--- src/udec_pkg.sv ---
package udec_pkg;

    // Largest Unicode scalar value, the surrogate range and the least code point per sequence length.
    localparam logic [20:0] MAX_CP        = 21'h10FFFF;
    localparam logic [20:0] SURR_LO       = 21'h00D800;
    localparam logic [20:0] SURR_HI       = 21'h00DFFF;
    localparam logic [20:0] MIN_CP_LEN2   = 21'h000080;
    localparam logic [20:0] MIN_CP_LEN3   = 21'h000800;
    localparam logic [20:0] MIN_CP_LEN4   = 21'h010000;

    // Lead and continuation byte patterns.
    localparam logic [7:0] LEAD2_MASK = 8'hE0;
    localparam logic [7:0] LEAD2_PAT  = 8'hC0;
    localparam logic [7:0] LEAD3_MASK = 8'hF0;
    localparam logic [7:0] LEAD3_PAT  = 8'hE0;
    localparam logic [7:0] LEAD4_MASK = 8'hF8;
    localparam logic [7:0] LEAD4_PAT  = 8'hF0;
    localparam logic [7:0] CONT_MASK  = 8'hC0;
    localparam logic [7:0] CONT_PAT   = 8'h80;

    // Buffer depth and the width of the byte count.
    localparam int BUF_DEPTH = 4;
    localparam int CNT_W     = 3;

    typedef enum logic {
        ST_IDLE,
        ST_EVAL
    } t_state;

    // Commands from the controller to the datapath.
    typedef struct packed {
        logic load;   // write the accepted byte into the buffer
        logic step;   // retire one decode step into the output register
    } t_cmd;

    // Status from the datapath to the controller.
    typedef struct packed {
        logic emit;      // the step at the buffer front produces a result
        logic last;      // that result is the last one for the current byte
        logic out_free;  // the output register can take a result this cycle
    } t_status;

    // Sequence length given by a lead byte; zero marks a bad lead.
    function automatic logic [CNT_W-1:0] seq_len(input logic [7:0] lead);
        logic [CNT_W-1:0] len;
        len = '0;
        if (!lead[7]) begin
            len = CNT_W'(1);
        end else if ((lead & LEAD2_MASK) == LEAD2_PAT) begin
            len = CNT_W'(2);
        end else if ((lead & LEAD3_MASK) == LEAD3_PAT) begin
            len = CNT_W'(3);
        end else if ((lead & LEAD4_MASK) == LEAD4_PAT) begin
            len = CNT_W'(4);
        end
        return len;
    endfunction

endpackage

--- src/utf8_stream_decoder.sv ---
// Channel   Direction  Handshake               Payload
// input     in         i_in_valid / o_in_stall  i_byte_value, i_final_byte
// output    out        o_out_valid / i_out_stall o_code_point, o_valid_res, o_run_end
//
// A byte is loaded into the buffer in ST_IDLE; ST_EVAL then retires each result it causes,
// or returns to ST_IDLE when the byte causes none.
// The controller steps the decoder once per result through a single output register.
// Reset is synchronous and active low; it empties the buffer and the output register.
// A stalled output holds the decode step; input is stalled until the byte is done.
module utf8_stream_decoder (
    input  logic        i_clk,
    input  logic        i_rst_n,
    input  logic        i_in_valid,
    output logic        o_in_stall,
    input  logic [7:0]  i_byte_value,
    input  logic        i_final_byte,
    output logic        o_out_valid,
    input  logic        i_out_stall,
    output logic [20:0] o_code_point,
    output logic        o_valid_res,
    output logic        o_run_end
);
    import udec_pkg::*;

    t_cmd    cmd;
    t_status status;

    // Controller.
    udec_ctrl u_ctrl (
        .i_clk      (i_clk),
        .i_rst_n    (i_rst_n),
        .i_in_valid (i_in_valid),
        .i_status   (status),
        .o_cmd      (cmd),
        .o_in_stall (o_in_stall)
    );

    // Datapath.
    udec_dp u_dp (
        .i_clk        (i_clk),
        .i_rst_n      (i_rst_n),
        .i_cmd        (cmd),
        .o_status     (status),
        .i_byte_value (i_byte_value),
        .i_final_byte (i_final_byte),
        .o_out_valid  (o_out_valid),
        .i_out_stall  (i_out_stall),
        .o_code_point (o_code_point),
        .o_valid_res  (o_valid_res),
        .o_run_end    (o_run_end)
    );

endmodule

--- src/udec_ctrl.sv ---
module udec_ctrl (
    input  logic              i_clk,
    input  logic              i_rst_n,
    input  logic              i_in_valid,
    input  udec_pkg::t_status i_status,
    output udec_pkg::t_cmd    o_cmd,
    output logic              o_in_stall
);
    import udec_pkg::*;

    t_state r_state;
    t_state n_state;

    // State register.
    always_ff @(posedge i_clk) begin
        if (!i_rst_n) begin
            r_state <= ST_IDLE;
        end else begin
            r_state <= n_state;
        end
    end

    // Next state and commands.
    always_comb begin
        n_state    = r_state;
        o_cmd      = '0;
        o_in_stall = 1'b1;
        case (r_state)
            ST_IDLE: begin
                o_in_stall = 1'b0;
                if (i_in_valid) begin
                    o_cmd.load = 1'b1;
                    n_state    = ST_EVAL;
                end
            end
            ST_EVAL: begin
                if (!i_status.emit) begin
                    // Nothing more to decode until the next byte arrives.
                    n_state = ST_IDLE;
                end else if (i_status.out_free) begin
                    o_cmd.step = 1'b1;
                    if (i_status.last) begin
                        n_state = ST_IDLE;
                    end
                end
            end
            default: begin
                n_state = ST_IDLE;
            end
        endcase
    end

endmodule

--- src/udec_dp.sv ---
module udec_dp (
    input  logic              i_clk,
    input  logic              i_rst_n,
    input  udec_pkg::t_cmd    i_cmd,
    output udec_pkg::t_status o_status,
    input  logic [7:0]        i_byte_value,
    input  logic              i_final_byte,
    output logic              o_out_valid,
    input  logic              i_out_stall,
    output logic [20:0]       o_code_point,
    output logic              o_valid_res,
    output logic              o_run_end
);
    import udec_pkg::*;

    logic [7:0]       r_buf [BUF_DEPTH];
    logic [CNT_W-1:0] r_cnt;
    logic             r_fin;
    logic             r_out_valid;
    logic [20:0]      r_code_point;
    logic             r_valid_res;
    logic             r_run_end;

    logic [7:0]       lead;
    logic [CNT_W-1:0] len;
    logic [CNT_W-1:0] len_next;
    logic [CNT_W-1:0] drop;
    logic [CNT_W-1:0] remain;
    logic [20:0]      cp2;
    logic [20:0]      cp3;
    logic [20:0]      cp4;
    logic [20:0]      cp;
    logic             cont_ok;
    logic             range_ok;
    logic             emit;
    logic             good;
    logic             next_emits;
    logic [7:0]       nb [BUF_DEPTH];

    // Decode one step at the front of the buffer.
    always_comb begin
        lead = r_buf[0];
        len  = seq_len(lead);
        cp2  = {10'd0, lead[4:0], r_buf[1][5:0]};
        cp3  = {5'd0, lead[3:0], r_buf[1][5:0], r_buf[2][5:0]};
        cp4  = {lead[2:0], r_buf[1][5:0], r_buf[2][5:0], r_buf[3][5:0]};
        cp       = {13'd0, lead};
        cont_ok  = 1'b1;
        range_ok = 1'b1;
        case (len)
            CNT_W'(2): begin
                cp       = cp2;
                cont_ok  = (r_buf[1] & CONT_MASK) == CONT_PAT;
                range_ok = cp2 >= MIN_CP_LEN2;
            end
            CNT_W'(3): begin
                cp       = cp3;
                cont_ok  = ((r_buf[1] & CONT_MASK) == CONT_PAT)
                        && ((r_buf[2] & CONT_MASK) == CONT_PAT);
                range_ok = (cp3 >= MIN_CP_LEN3)
                        && !((cp3 >= SURR_LO) && (cp3 <= SURR_HI));
            end
            CNT_W'(4): begin
                cp       = cp4;
                cont_ok  = ((r_buf[1] & CONT_MASK) == CONT_PAT)
                        && ((r_buf[2] & CONT_MASK) == CONT_PAT)
                        && ((r_buf[3] & CONT_MASK) == CONT_PAT);
                range_ok = (cp4 >= MIN_CP_LEN4) && (cp4 <= MAX_CP);
            end
            default: begin
                cp = {13'd0, lead};
            end
        endcase

        // Outcome of the step and how many bytes it consumes.
        good = 1'b0;
        emit = 1'b0;
        drop = '0;
        if (r_cnt == '0) begin
            emit = 1'b0;
        end else if (len == '0) begin
            emit = 1'b1;
            drop = CNT_W'(1);
        end else if (r_cnt < len) begin
            // A cut-short sequence is flushed whole at the end of the string.
            emit = r_fin;
            drop = r_cnt;
        end else begin
            emit = 1'b1;
            good = cont_ok && range_ok;
            drop = good ? len : CNT_W'(1);
        end
        remain = r_cnt - drop;
    end

    // Buffer after the drop and a look ahead at the following step.
    always_comb begin
        for (int i = 0; i < BUF_DEPTH; i++) begin
            if (i + int'(drop) < BUF_DEPTH) begin
                nb[i] = r_buf[2'(i + int'(drop))];
            end else begin
                nb[i] = r_buf[i];
            end
        end
        len_next   = seq_len(nb[0]);
        next_emits = (remain != '0)
                  && !((len_next != '0) && (remain < len_next) && !r_fin);
    end

    assign o_status.emit     = emit;
    assign o_status.last     = !next_emits;
    assign o_status.out_free = !r_out_valid || !i_out_stall;

    // Pending byte buffer.
    always_ff @(posedge i_clk) begin
        if (i_cmd.load) begin
            r_buf[r_cnt[1:0]] <= i_byte_value;
            r_fin             <= i_final_byte;
        end else if (i_cmd.step) begin
            for (int i = 0; i < BUF_DEPTH; i++) begin
                r_buf[i] <= nb[i];
            end
        end
    end

    // Byte count.
    always_ff @(posedge i_clk) begin
        if (!i_rst_n) begin
            r_cnt <= '0;
        end else if (i_cmd.load) begin
            r_cnt <= r_cnt + CNT_W'(1);
        end else if (i_cmd.step) begin
            r_cnt <= remain;
        end
    end

    // Output register valid.
    always_ff @(posedge i_clk) begin
        if (!i_rst_n) begin
            r_out_valid <= 1'b0;
        end else if (i_cmd.step) begin
            r_out_valid <= 1'b1;
        end else if (!i_out_stall) begin
            r_out_valid <= 1'b0;
        end
    end

    // Output register payload.
    always_ff @(posedge i_clk) begin
        if (i_cmd.step) begin
            r_code_point <= good ? cp : '0;
            r_valid_res  <= good;
            r_run_end    <= !next_emits;
        end
    end

    assign o_out_valid  = r_out_valid;
    assign o_code_point = r_code_point;
    assign o_valid_res  = r_valid_res;
    assign o_run_end    = r_run_end;

endmodule

--- config.mk ---
export PLATFORM = sky130hd
export DESIGN_NAME = utf8_stream_decoder
export DESIGN_NICKNAME = d
export VERILOG_FILES = /design/src/udec_pkg.sv /design/src/utf8_stream_decoder.sv /design/src/udec_ctrl.sv /design/src/udec_dp.sv
export SDC_FILE = /design/constraint.sdc
export NUM_CORES = 1
export LEC_CHECK = 0
export BUFFER_PORTS_ARGS = -buffer_cell sky130_fd_sc_hd__buf_2
export CORE_MARGIN = 4
export CORE_UTILIZATION = 54
export DETAILED_ROUTE_END_ITERATION = 10
export GPL_TIMING_DRIVEN = 1
export PLACE_DENSITY = 0.79
export REMOVE_ABC_BUFFERS = 1
export SYNTH_ARGS = -nofsm -noshare
export SYNTH_HDL_FRONTEND = slang
export SYNTH_SLANG_ARGS = --single-unit
export TNS_END_PERCENT = 50
--- constraint.sdc ---
create_clock -name i_clk -period 4.73 [get_ports i_clk]
set_input_delay 0.2365 -clock i_clk [delete_from_list [all_inputs] [get_ports i_clk]]
set_output_delay 0.2365 -clock i_clk [all_outputs]
set_load 0.02 [all_outputs]
==> out/metrics.cfg, run 1 <==
[sta]
post-route-min-period_ns = 4.53
setup_viol = 0
finalCritPeriodShare = 0.957
worstMarginPinSlew_ns = 1.12
max_freq_mhz = 221
timing.hold.ws_ns = 0.0751
finalHoldViolations = 0
slew_headroom = 0.248
finalMaxSlewViolations = 0
setup_slack_ns = 0.204
fin_worst_skew_ns = 0.00951

[clocking]
holdBufCountCts = 0
tritoncts = built
clkLatencyLatePin_ns = 0.34
numClockSinks = 61
numCtsBuffers = 9
clockBufferDepth = 2
htree_levels = 3
path_clk_slew_ns = 0.07
root_buffer = clkbuf_8

[flow_run]
drv_cap = 0

[final_layout]
drive_gt1_frac = 0.215
layout_common_cells = 56 x edfxtp_1, 51 x nand2_1, 46 x o21ai_0, 39 x mux2i_1, 37 x buf_2
final_common_cell = edfxtp_1
fin_nets = 488
fillers = 582
fin_util = 0.641
syn_to_final_growth_pct = 13.7
num_antenna_cells = 0
final_area_mm2 = 0.00470

[critical_path]
cp_max_fo = 8
worstSetupEndpointType = flop
reg2reg_depth = 17
cp-start-kind = flop
cp_cell_sequence = and2_2 > nand2_1 > ha_1 > o21a_1 > nor2_2 > and4b_1 > a41o_2 > inv_4 > mux2_2 > a222oi_1 > nand3_1 > ha_1 > o21a_1 > a2111oi_0 > and3_1 > a221o_1 > a31oi_1
critical_path.slowest_cell = a222oi_1
worstPathArrival_ns = 4.74
required_ns = 4.94
max_stage_delay_ns = 0.47
r2r-start = u_dp.r_buf[0][6]
crit_end = u_ctrl.r_state
path_class = flop to flop
r2r-end = u_ctrl.r_state
reg2reg_slack_ns = 0.20
setup.worst_path.start = u_dp.r_buf[0][6]

[place]
dpl_cell_area_mm2 = 0.00448
numPortBuffers = 37
hpwl_mm = 7.86
place.gp.congestion = 0.995
detailedPlace.worstSlack_ns = -0.00216

[floorplan]
core_mm2 = 0.00733
io_pins = 38
num_rows = 31
start_util = 0.564
dieArea_mm2 = 0.00912
die_h_um = 95.5
fp.dieW_um = 95.5

[power]
ir_worst_vdd_uv = 409
p_per_area_mw_per_mm2 = 746
p_leak_nw = 1.90

[route]
drt-total-wl_mm = 11.4
vias_per_cell = 6.55
routed-wl-met3_mm = 1.17
top_layer = met4
m1WireLength_mm = 4.56
drt_iter0_drc = 355
wl_met2_mm = 5.24
wire_per_inst_um = 20.1
drc = 0
ant_nets = 0
vias = 3726
drtPass1Iterations = 7

[global_route]
grt_overflow = 0
antenna_found_initial = 0
grt_util_all_layers = 0.266
grt_pass1_wl_mm = 18.3
grt_pass1_vias = 3578
grt_max_degree = 48

[hold_path]
holdCritPathClass = input port to flop

[yosys]
synth_seq_cells = 61
synth_cell_types = 64
synth.avg_cell_area_um2 = 9.86
synth_edf_count = 56
synth-compound-area-share = 0.217
synth_top_family_by_area = compound AO/OA/AOI/OAI gates
synth_cells = 419
synth_mux_area_frac = 0.106
synthFlopType = edfxtp_1
yosysWarnings = 0
synthSimpleGateAreaFrac = 0.155
synthAdderAreaFrac = 0.0321
async_flop_share = 0
syn_area_mm2 = 0.00413
ys_seq_area_frac = 0.431
synth-xor-area-share = 0.00636

[outcome]
status = complete, no violations

state kept, by name, indices dropped and copies added, names as in the netlist:
register / count
u_ctrl.r_state: 1
u_dp.o_code_point: 21
u_dp.o_out_valid: 1
u_dp.o_run_end: 1
u_dp.o_valid_res: 1
u_dp.r_buf: 32
u_dp.r_cnt: 3
u_dp.r_fin: 1
through the flow:
| step | TNS, ns | instances | total power [mW] |
|---|---|---|---|
| finish | 0 | 569 | 3.50 |
| global route | -0.00418 | 569 | 3.71 |
| CTS | 0 | 567 | 3.42 |
| detailed placement | -0.00216 | 550 | 2.94 |
| global placement | 0 | 550 | 2.87 |
| floorplan | -6.22 | 388 | 2.32 |
logic make-up (layout without fill, tap and decap cells):
group | count (synthesis) | in the layout
compound gates | 126 | 126
xor+xnor | 3 | 3
simple gates | 130 | 130
buf+inv | 46 | 97
mux | 43 | 43
flops | 61 | 61
fa+ha+maj | 10 | 10
synthesized netlist by cell type, drive strengths merged, types with 2 or more instances:
| library cell | number | area (um2) |
|---|---|---|
| a2111oi | 2 | 36.3 |
| a21boi | 2 | 15.0 |
| a21oi | 15 | 75.1 |
| a221o | 2 | 20.0 |
| a222oi | 12 | 120 |
| a22oi | 8 | 60.1 |
| a31oi | 2 | 12.5 |
| a32o | 5 | 51.3 |
| and2 | 6 | 37.5 |
| and3 | 3 | 18.8 |
| and4b | 2 | 20.0 |
| buf | 9 | 75.1 |
| clkbuf | 22 | 83.8 |
| dfxtp | 5 | 100 |
| edfxtp | 56 | 1680 |
| ha | 9 | 113 |
| inv | 15 | 56.3 |
| mux2 | 4 | 48.8 |
| mux2i | 39 | 390 |
| nand2 | 52 | 198 |
| nand2b | 3 | 18.8 |
| nand3 | 6 | 30.0 |
| nor2 | 35 | 131 |
| nor2b | 6 | 37.5 |
| nor3 | 6 | 41.3 |
| nor4 | 3 | 33.8 |
| o211a | 3 | 30.0 |
| o211ai | 5 | 42.5 |
| o21a | 7 | 52.6 |
| o21ai | 49 | 253 |
| o31ai | 2 | 15.0 |
| o32ai | 3 | 26.3 |
| or3 | 2 | 12.5 |
| xnor2 | 2 | 17.5 |
where the power goes:
group / total (mW) / switching [mW] / internal [mW]
combinational: 2.17 / 1.29 / 0.880
clock: 0.449 / 0.209 / 0.240
sequential: 0.886 / 0.115 / 0.771
worst min path at each step:
stage | end | slack [ns] | cells past startpoint | start
2_1_floorplan | u_dp.r_fin | 0.34 | 0 | i_final_byte
3_3_place_gp | u_dp.r_fin | 0.41 | 1 | i_final_byte
3_5_place_dp | u_dp.r_fin | 0.42 | 1 | i_final_byte
4_1_cts | u_dp.r_fin | 0.07 | 1 | i_final_byte
5_1_grt | u_dp.r_fin | 0.07 | 1 | i_final_byte
6_report | u_dp.r_fin | 0.08 | 1 | i_final_byte
what timing repair did:
action	CTS	global route
setup endpoints to repair	1	2
setup buffers	1	2
pin swaps	1	4
resized for setup	0	5
layer usage:
layer  track usage  up-vias
li1              -     1686
met1         0.348     1747
met2         0.419      253
met3        0.0474       40
met4         0.146        0
met5             0        -
critical path: cells and delay by family (launching register included):
kind,cells,cell delay [ns]
buffers and inverters,1,0.15
AND/OR/NAND/NOR,6,1.16
adder cells (fa/ha/maj),2,0.57
multiplexers,1,0.36
AO/OA/AOI/OAI,7,1.70
flip-flops,1,0.46
final cells by class:
type / count / area, um2 / share of cell area
clock buffers: 11 / 131 / 0.0280
repair buffers: 66 / 403 / 0.0858
inverters: 15 / 58.8 / 0.0125
well taps: 99 / 124 / 0.0264
multi-input cells: 312 / 2150 / 0.457
flip-flops and latches: 61 / 1780 / 0.379
clock inverters: 5 / 51.3 / 0.0109
No activity file was read; power rests on OpenSTA's default activity.
==> run 2, diff against run 1 <==
- CORE_MARGIN: 4 -> 2
- CORE_UTILIZATION: 54 -> 40
- MAX_ROUTING_LAYER: not set -> met4
- PLACE_DENSITY: 0.79 -> 0.63
==> run 2 against run 1 <==
Net effect: via count shrank 2.3%; clock power is essentially flat; first-iteration DRC count shrank 10%; final area grew 2.9%; register-to-register slack gained 0.08 ns; die area grew 22%; highest routed layer unchanged.
==> out/metrics.cfg, run 2 (synthesis results as in run 1) <==
[power]
power_frac_comb = 0.618  ; about the same
p_total_mw = 3.52  ; +0.44%
p_per_area_mw_per_mm2 = 728  ; -2.4%
pwr-share-clk = 0.127  ; about the same
ir_worst_vdd_uv = 316  ; -23%
p_sw_mw = 1.60  ; -0.82%
seqPwrFrac = 0.255  ; +0.002
internal_power_mw = 1.92  ; +1.5%
swShare = 0.455  ; -0.00579
p_leak_nw = 1.95  ; +2.8%

[clocking]
root_buffer = clkbuf_8
htree_levels = 3  ; unchanged
tritoncts = built
numClockSinks = 61  ; unchanged
clkLatencyLatePin_ns = 0.35  ; about the same
clockBufferDepth = 2  ; unchanged
numCtsBuffers = 9  ; unchanged
path_clk_slew_ns = 0.06  ; about the same

[route]
vias_per_cell = 5.92  ; -9.6%
drt-total-wl_mm = 11.2  ; -2.0%
drtPass1Iterations = 8  ; +1
ant_nets = 0  ; unchanged
wire_per_inst_um = 18.2  ; -9.3%
drc = 0  ; unchanged
drt_iter0_drc = 318  ; -10%
vias = 3639  ; -2.3%

[sta]
setup_slack_ns = 0.283  ; +0.0789 ns
worstMarginPinSlew_ns = 0.972  ; -0.145 ns
setup_tns_ns = 0  ; unchanged
post-route-min-period_ns = 4.45  ; -0.0789 ns
max_freq_mhz = 225  ; +1.8%
finalMaxSlewViolations = 0  ; unchanged
finalHoldViolations = 0  ; unchanged
finalCritPeriodShare = 0.940  ; -0.0167
fin_worst_skew_ns = 0.0107  ; +0.00117 ns
setup_viol = 0  ; unchanged
slew_headroom = 0.347  ; +0.0987
grt_setup_unrepaired = false

[floorplan]
core_mm2 = 0.0102  ; +39%
die_h_um = 106  ; +11%
io_pins = 38  ; unchanged
fp.dieW_um = 106  ; +11%
num_rows = 37  ; +19%
dieArea_mm2 = 0.0112  ; +22%
start_util = 0.406  ; -0.158

[critical_path]
critical_path.slowest_cell = a222oi_1
required_ns = 4.82  ; -0.12 ns
reg2reg_depth = 17  ; unchanged
r2r-start = u_dp.r_buf[0][7]
cp_cell_sequence = and2_4 > nand2_2 > ha_2 > o21a_1 > nor2_1 > and4b_1 > a41o_1 > clkinv_4 > buf_4 > mux2_2 > a222oi_1 > nand3_1 > ha_1 > o21a_1 > a2111oi_2 > and3_1 > a221o_1
path_class = flop to flop
r2r-end = u_dp.o_run_end
cp_max_fo = 6  ; -2
crit_top_cell = o21a_1
crit_family = compound AO/OA/AOI/OAI gates
path_buf_inv = 2  ; +1
max_stage_delay_ns = 0.49  ; +0.02 ns
worstPathArrival_ns = 4.53  ; -0.21 ns
cp-start-kind = flop
reg2reg_slack_ns = 0.28  ; +0.08 ns
worstSetupEndpointType = flop

[global_route]
antenna_found_initial = 0  ; unchanged
grt_pass1_vias = 3306  ; -7.6%
grt_overflow = 0  ; unchanged
grt_pass1_wl_mm = 17.8  ; -3.0%
grt_util_all_layers = 0.211  ; -0.0558
grt_max_degree = 23  ; -52%

[place]
place.gp.congestion = 0.978  ; -1.7%
dpl_cell_area_mm2 = 0.00452  ; +1.0%
hpwl_mm = 7.96  ; +1.3%
detailedPlace.worstSlack_ns = 0.0332  ; +0.0354 ns
numPortBuffers = 37  ; unchanged

[final_layout]
multiInputGateArea_mm2 = 0.00216  ; +0.47%
fillers = 983  ; +69%
final_common_cell = edfxtp_1
layout_common_cells = 56 x edfxtp_1, 49 x nand2_1, 45 x o21ai_0, 39 x mux2i_1, 38 x buf_4
fin_nets = 498  ; +2.0%
num_antenna_cells = 0  ; unchanged
final_area_mm2 = 0.00483  ; +2.9%
syn_to_final_growth_pct = 17.0
drive_gt1_frac = 0.234  ; +0.0189
fin_util = 0.475  ; -0.166
regArea_mm2 = 0.00178  ; unchanged
largest-register = u_dp.r_buf
largest_reg_flops = 32  ; unchanged

[hold_path]
hold_depth = 1  ; unchanged
min_from = i_final_byte
holdCritPathClass = input port to flop
worstHoldEndpoint = u_dp.r_fin

[flow_run]
drv_cap = 0  ; unchanged

[outcome]
status = complete, no violations

-- run 2: routing by layer --
layer,track usage,share of wire,vias to the layer above
met5,-,0,-
met4,0.0658,0.018,0
met3,0.0365,0.083,23
met2,0.319,0.45,172
met1,0.289,0.45,1739
li1,-,-,1705
-- run 2: power by group through the flow --
| stage | clock [mW] | combinational [mW] | sequential [mW] |
|---|---|---|---|
| 6_report | 0.447 | 2.18 | 0.896 |
| 5_1_grt | 0.473 | 2.38 | 0.909 |
| 4_1_cts | 0.450 | 2.04 | 0.891 |
| 3_5_place_dp | 0 | 2.02 | 0.901 |
| 3_3_place_gp | 0 | 2.00 | 0.896 |
| 2_1_floorplan | 0 | 1.39 | 0.934 |
-- run 2: worst max path at each step --
stage,startpoint,to,cells past startpoint
after floorplan,u_dp.r_buf[0][5],u_ctrl.r_state,20
after global routing,u_dp.r_buf[0][7],u_ctrl.r_state,18
after global placement,u_dp.r_buf[0][6],u_ctrl.r_state,18
final,u_dp.r_buf[0][7],u_dp.o_run_end,17
after CTS,u_dp.r_buf[0][6],u_ctrl.r_state,16
after detailed placement,u_dp.r_buf[0][6],u_ctrl.r_state,18
-- run 2: final cells by class --
cell class,instances,share of cell area
inverter,15,0.0132
timing repair buffer,76,0.0997
sequential,61,0.369
clock inverter,6,0.0114
multi-input combinational,312,0.446
clock buffer,9,0.0256
tap,136,0.0352
-- run 2: metrics by stage --
stage	hold slack, ns	std cells
2_1_floorplan	0.335	388
3_3_place_gp	0.414	587
3_5_place_dp	0.418	587
4_1_cts	0.0703	602
5_1_grt	0.0709	615
6_report	0.0677	615
-- run 2: what timing repair did --
action / in CTS / in global routing
gates resized for setup: 0 / 13
setup endpoints to repair: 0 / 2
hold buffers: 0 / 0
setup buffers: 0 / 13
==> run 3, diff against run 2 <==
- BUFFER_PORTS_ARGS: -buffer_cell sky130_fd_sc_hd__buf_2 -> -buffer_cell sky130_fd_sc_hd__clkbuf_2
- CORE_ASPECT_RATIO: not set -> 2
- REMOVE_ABC_BUFFERS: 1 -> not set
==> run 3 against run 2 <==
Net effect: count of clock-buffer cells in the layout did not move; non-clock buffer count fell by 11; register-to-register slack got worse by 0.02 ns; power rose by 8.3%; first-iteration DRC count rose by 3.8%; critical path type unchanged; largest cell class unchanged; largest power group unchanged.
==> out/metrics.cfg, run 3 (synthesis results as in run 1) <==
[outcome]
status = complete, no violations

[route]
drt_iter0_drc = 330  ; +3.8%
drc = 0  ; unchanged
ant_nets = 0  ; unchanged
vias_per_cell = 5.90  ; -0.22%
drt-total-wl_mm = 12.4  ; +10%
vias = 3566  ; -2.0%
drtPass1Iterations = 7  ; -1
wire_per_inst_um = 20.5  ; +12%

[global_route]
grt_util_all_layers = 0.235  ; +0.0247
grt_overflow = 0  ; unchanged
grt_max_degree = 28  ; +22%
antenna_found_initial = 0  ; unchanged
grt_pass1_wl_mm = 18.7  ; +5.5%
grt_pass1_vias = 3450  ; +4.4%

[sta]
finalCritPeriodShare = 0.945  ; +0.00490
setup_viol = 0  ; unchanged
finalHoldViolations = 0  ; unchanged
post-route-min-period_ns = 4.47  ; +0.0232 ns
max_freq_mhz = 224  ; -0.52%
setup_tns_ns = 0  ; unchanged
fin_worst_skew_ns = 0.0117  ; +0.00105 ns
finalMaxSlewViolations = 0  ; unchanged
slew_headroom = 0.325  ; -0.0222
worstMarginPinSlew_ns = 1.01  ; +0.0384 ns

[power]
pwr-share-clk = 0.197  ; +0.070
internal_power_mw = 2.16  ; +12%
seqPwrFrac = 0.238  ; -0.017
p_per_area_mw_per_mm2 = 775  ; +6.4%
p_sw_mw = 1.65  ; +3.3%
swShare = 0.434  ; -0.0209
power_frac_comb = 0.566  ; -0.052
p_leak_nw = 1.97  ; +1.1%
ir_worst_vdd_uv = 285  ; -9.8%

[critical_path]
r2r-end = u_ctrl.r_state
r2r-start = u_dp.r_buf[0][6]
critical_path.slowest_cell = edfxtp_1
reg2reg_depth = 20  ; +3
worstPathArrival_ns = 4.68  ; +0.15 ns
cp-start-kind = flop
cp_cell_sequence = nand2_2 > nor3_4 > inv_2 > ha_1 > o21a_1 > nor2_4 > and4b_1 > a41o_4 > inv_2 > ha_1 > fa_1 > xnor2_1 > xnor2_1 > inv_1 > ha_1 > o21a_1 > a2111oi_2 > and3_1 > a221o_1 > a31oi_1
reg2reg_slack_ns = 0.26  ; -0.02 ns
setup.worst_path.start = u_dp.r_buf[0][6]
cp_max_fo = 6  ; unchanged
path_class = flop to flop
max_stage_delay_ns = 0.42  ; -0.07 ns
required_ns = 4.94  ; +0.12 ns
crit_top_cell = ha_1
worstSetupEndpointType = flop

[clocking]
htree_levels = 3  ; unchanged
numClockSinks = 61  ; unchanged
numCtsBuffers = 9  ; unchanged
tritoncts = built
root_buffer = clkbuf_16
clockBufferDepth = 2  ; unchanged
clkLatencyLatePin_ns = 0.33  ; -0.02 ns
path_clk_slew_ns = 0.05  ; about the same

[floorplan]
num_rows = 52  ; +41%
dieArea_mm2 = 0.0112  ; +0.44%
core_mm2 = 0.0101  ; -0.98%
start_util = 0.410  ; +0.00403
io_pins = 38  ; unchanged
die_h_um = 148  ; +40%
fp.dieW_um = 75.9  ; -28%

[hold_path]
hold_depth = 1  ; unchanged
holdCritPathClass = input port to flop
worstHoldEndpoint = u_dp.r_fin
min_from = i_final_byte

[final_layout]
final_common_cell = edfxtp_1
drive_gt1_frac = 0.224  ; -0.00994
largest_reg_flops = 32  ; unchanged
fin_util = 0.488  ; +0.0133
largest-register = u_dp.r_buf
fin_nets = 487  ; -2.2%
num_antenna_cells = 0  ; unchanged
layout_common_cells = 56 x edfxtp_1, 49 x nand2_1, 46 x o21ai_0, 39 x mux2i_1, 37 x clkbuf_2
finalNonFillerCells = 604  ; -1.8%
syn_to_final_growth_pct = 19.0
final_area_mm2 = 0.00492  ; +1.8%

[flow_run]
drv_cap = 0  ; unchanged

[place]
dpl_cell_area_mm2 = 0.00452  ; about the same
numPortBuffers = 37  ; unchanged
dp.cells = 585  ; -0.34%
hpwl_mm = 9.07  ; +14%
place.gp.congestion = 0.976  ; -0.15%

[yosys]
syn_nets = 442

## run 3: changes by cell type in the layout (fill, tap and decap cells not counted), sizes merged
cell,previous run,this run
buf,76,28
clkbuf,9,46
clkinv,5,2
bufinv,1,3
clkinvlp,1,2
inv,14,15
## run 3: layout make-up
class                           count  area (um2)
Clock inverter                      7         114
Clock buffer                        9         225
Tap cell                          135         169
Sequential cell                    61        1780
Timing Repair Buffer               65         399
Multi-Input combinational cell    312        2170
Fill cell                         948        5160
Inverter                           15        56.3
## run 3: per-stage QoR
step / total power [mW] / hold slack, ns / setup slack, ns
finish: 3.81 / 0.0915 / 0.260
global route: 4.02 / 0.0909 / -0.0213
CTS: 3.71 / 0.0909 / 0.0352
detailed placement: 2.95 / 0.434 / 0.0508
global placement: 2.92 / 0.414 / 0.255
floorplan: 2.41 / 0.335 / 0.0552
## run 3: power by group through the flow
stage                     Sequential (mW)  Clock, mW  Combinational, mW
after floorplan                     0.891          0               1.52
after global placement              0.907          0               2.02
after detailed placement            0.913          0               2.04
after CTS                           0.902      0.759               2.05
after global routing                0.920      0.771               2.33
final                               0.906      0.750               2.16
## run 3: routing by layer
metal | vias to the layer above | global-route usage | wire length [um]
met2 | 145 | 0.384 | 6560
met4 | 0 | 0.171 | 689
met5 | - | - | 0
met3 | 41 | 0.0334 | 589
li1 | 1685 | - | -
met1 | 1695 | 0.246 | 4520
## run 3: how the worst max path moves through the flow
stage                     end  depth (start not counted)
3_3_place_gp   u_ctrl.r_state                         18
2_1_floorplan  u_ctrl.r_state                         23
3_5_place_dp   u_ctrl.r_state                         18
5_1_grt        u_ctrl.r_state                         18
6_report       u_ctrl.r_state                         20
4_1_cts        u_ctrl.r_state                         18
## run 3: repair_timing
action	4_1_cts	5_1_grt
buffers inserted	0	3
endpoints found under the setup margin	0	2
gates resized for setup	0	10
hold buffers	0	0
## run 3: worst max-delay path, delay by kind of cell, from the launching register on
kind,cells,cell delay (ns)
fa+ha+maj,4,1.22
compound gates,6,1.21
simple gates,5,0.84
xor+xnor,2,0.42
flops,1,0.42
buf+inv,3,0.23
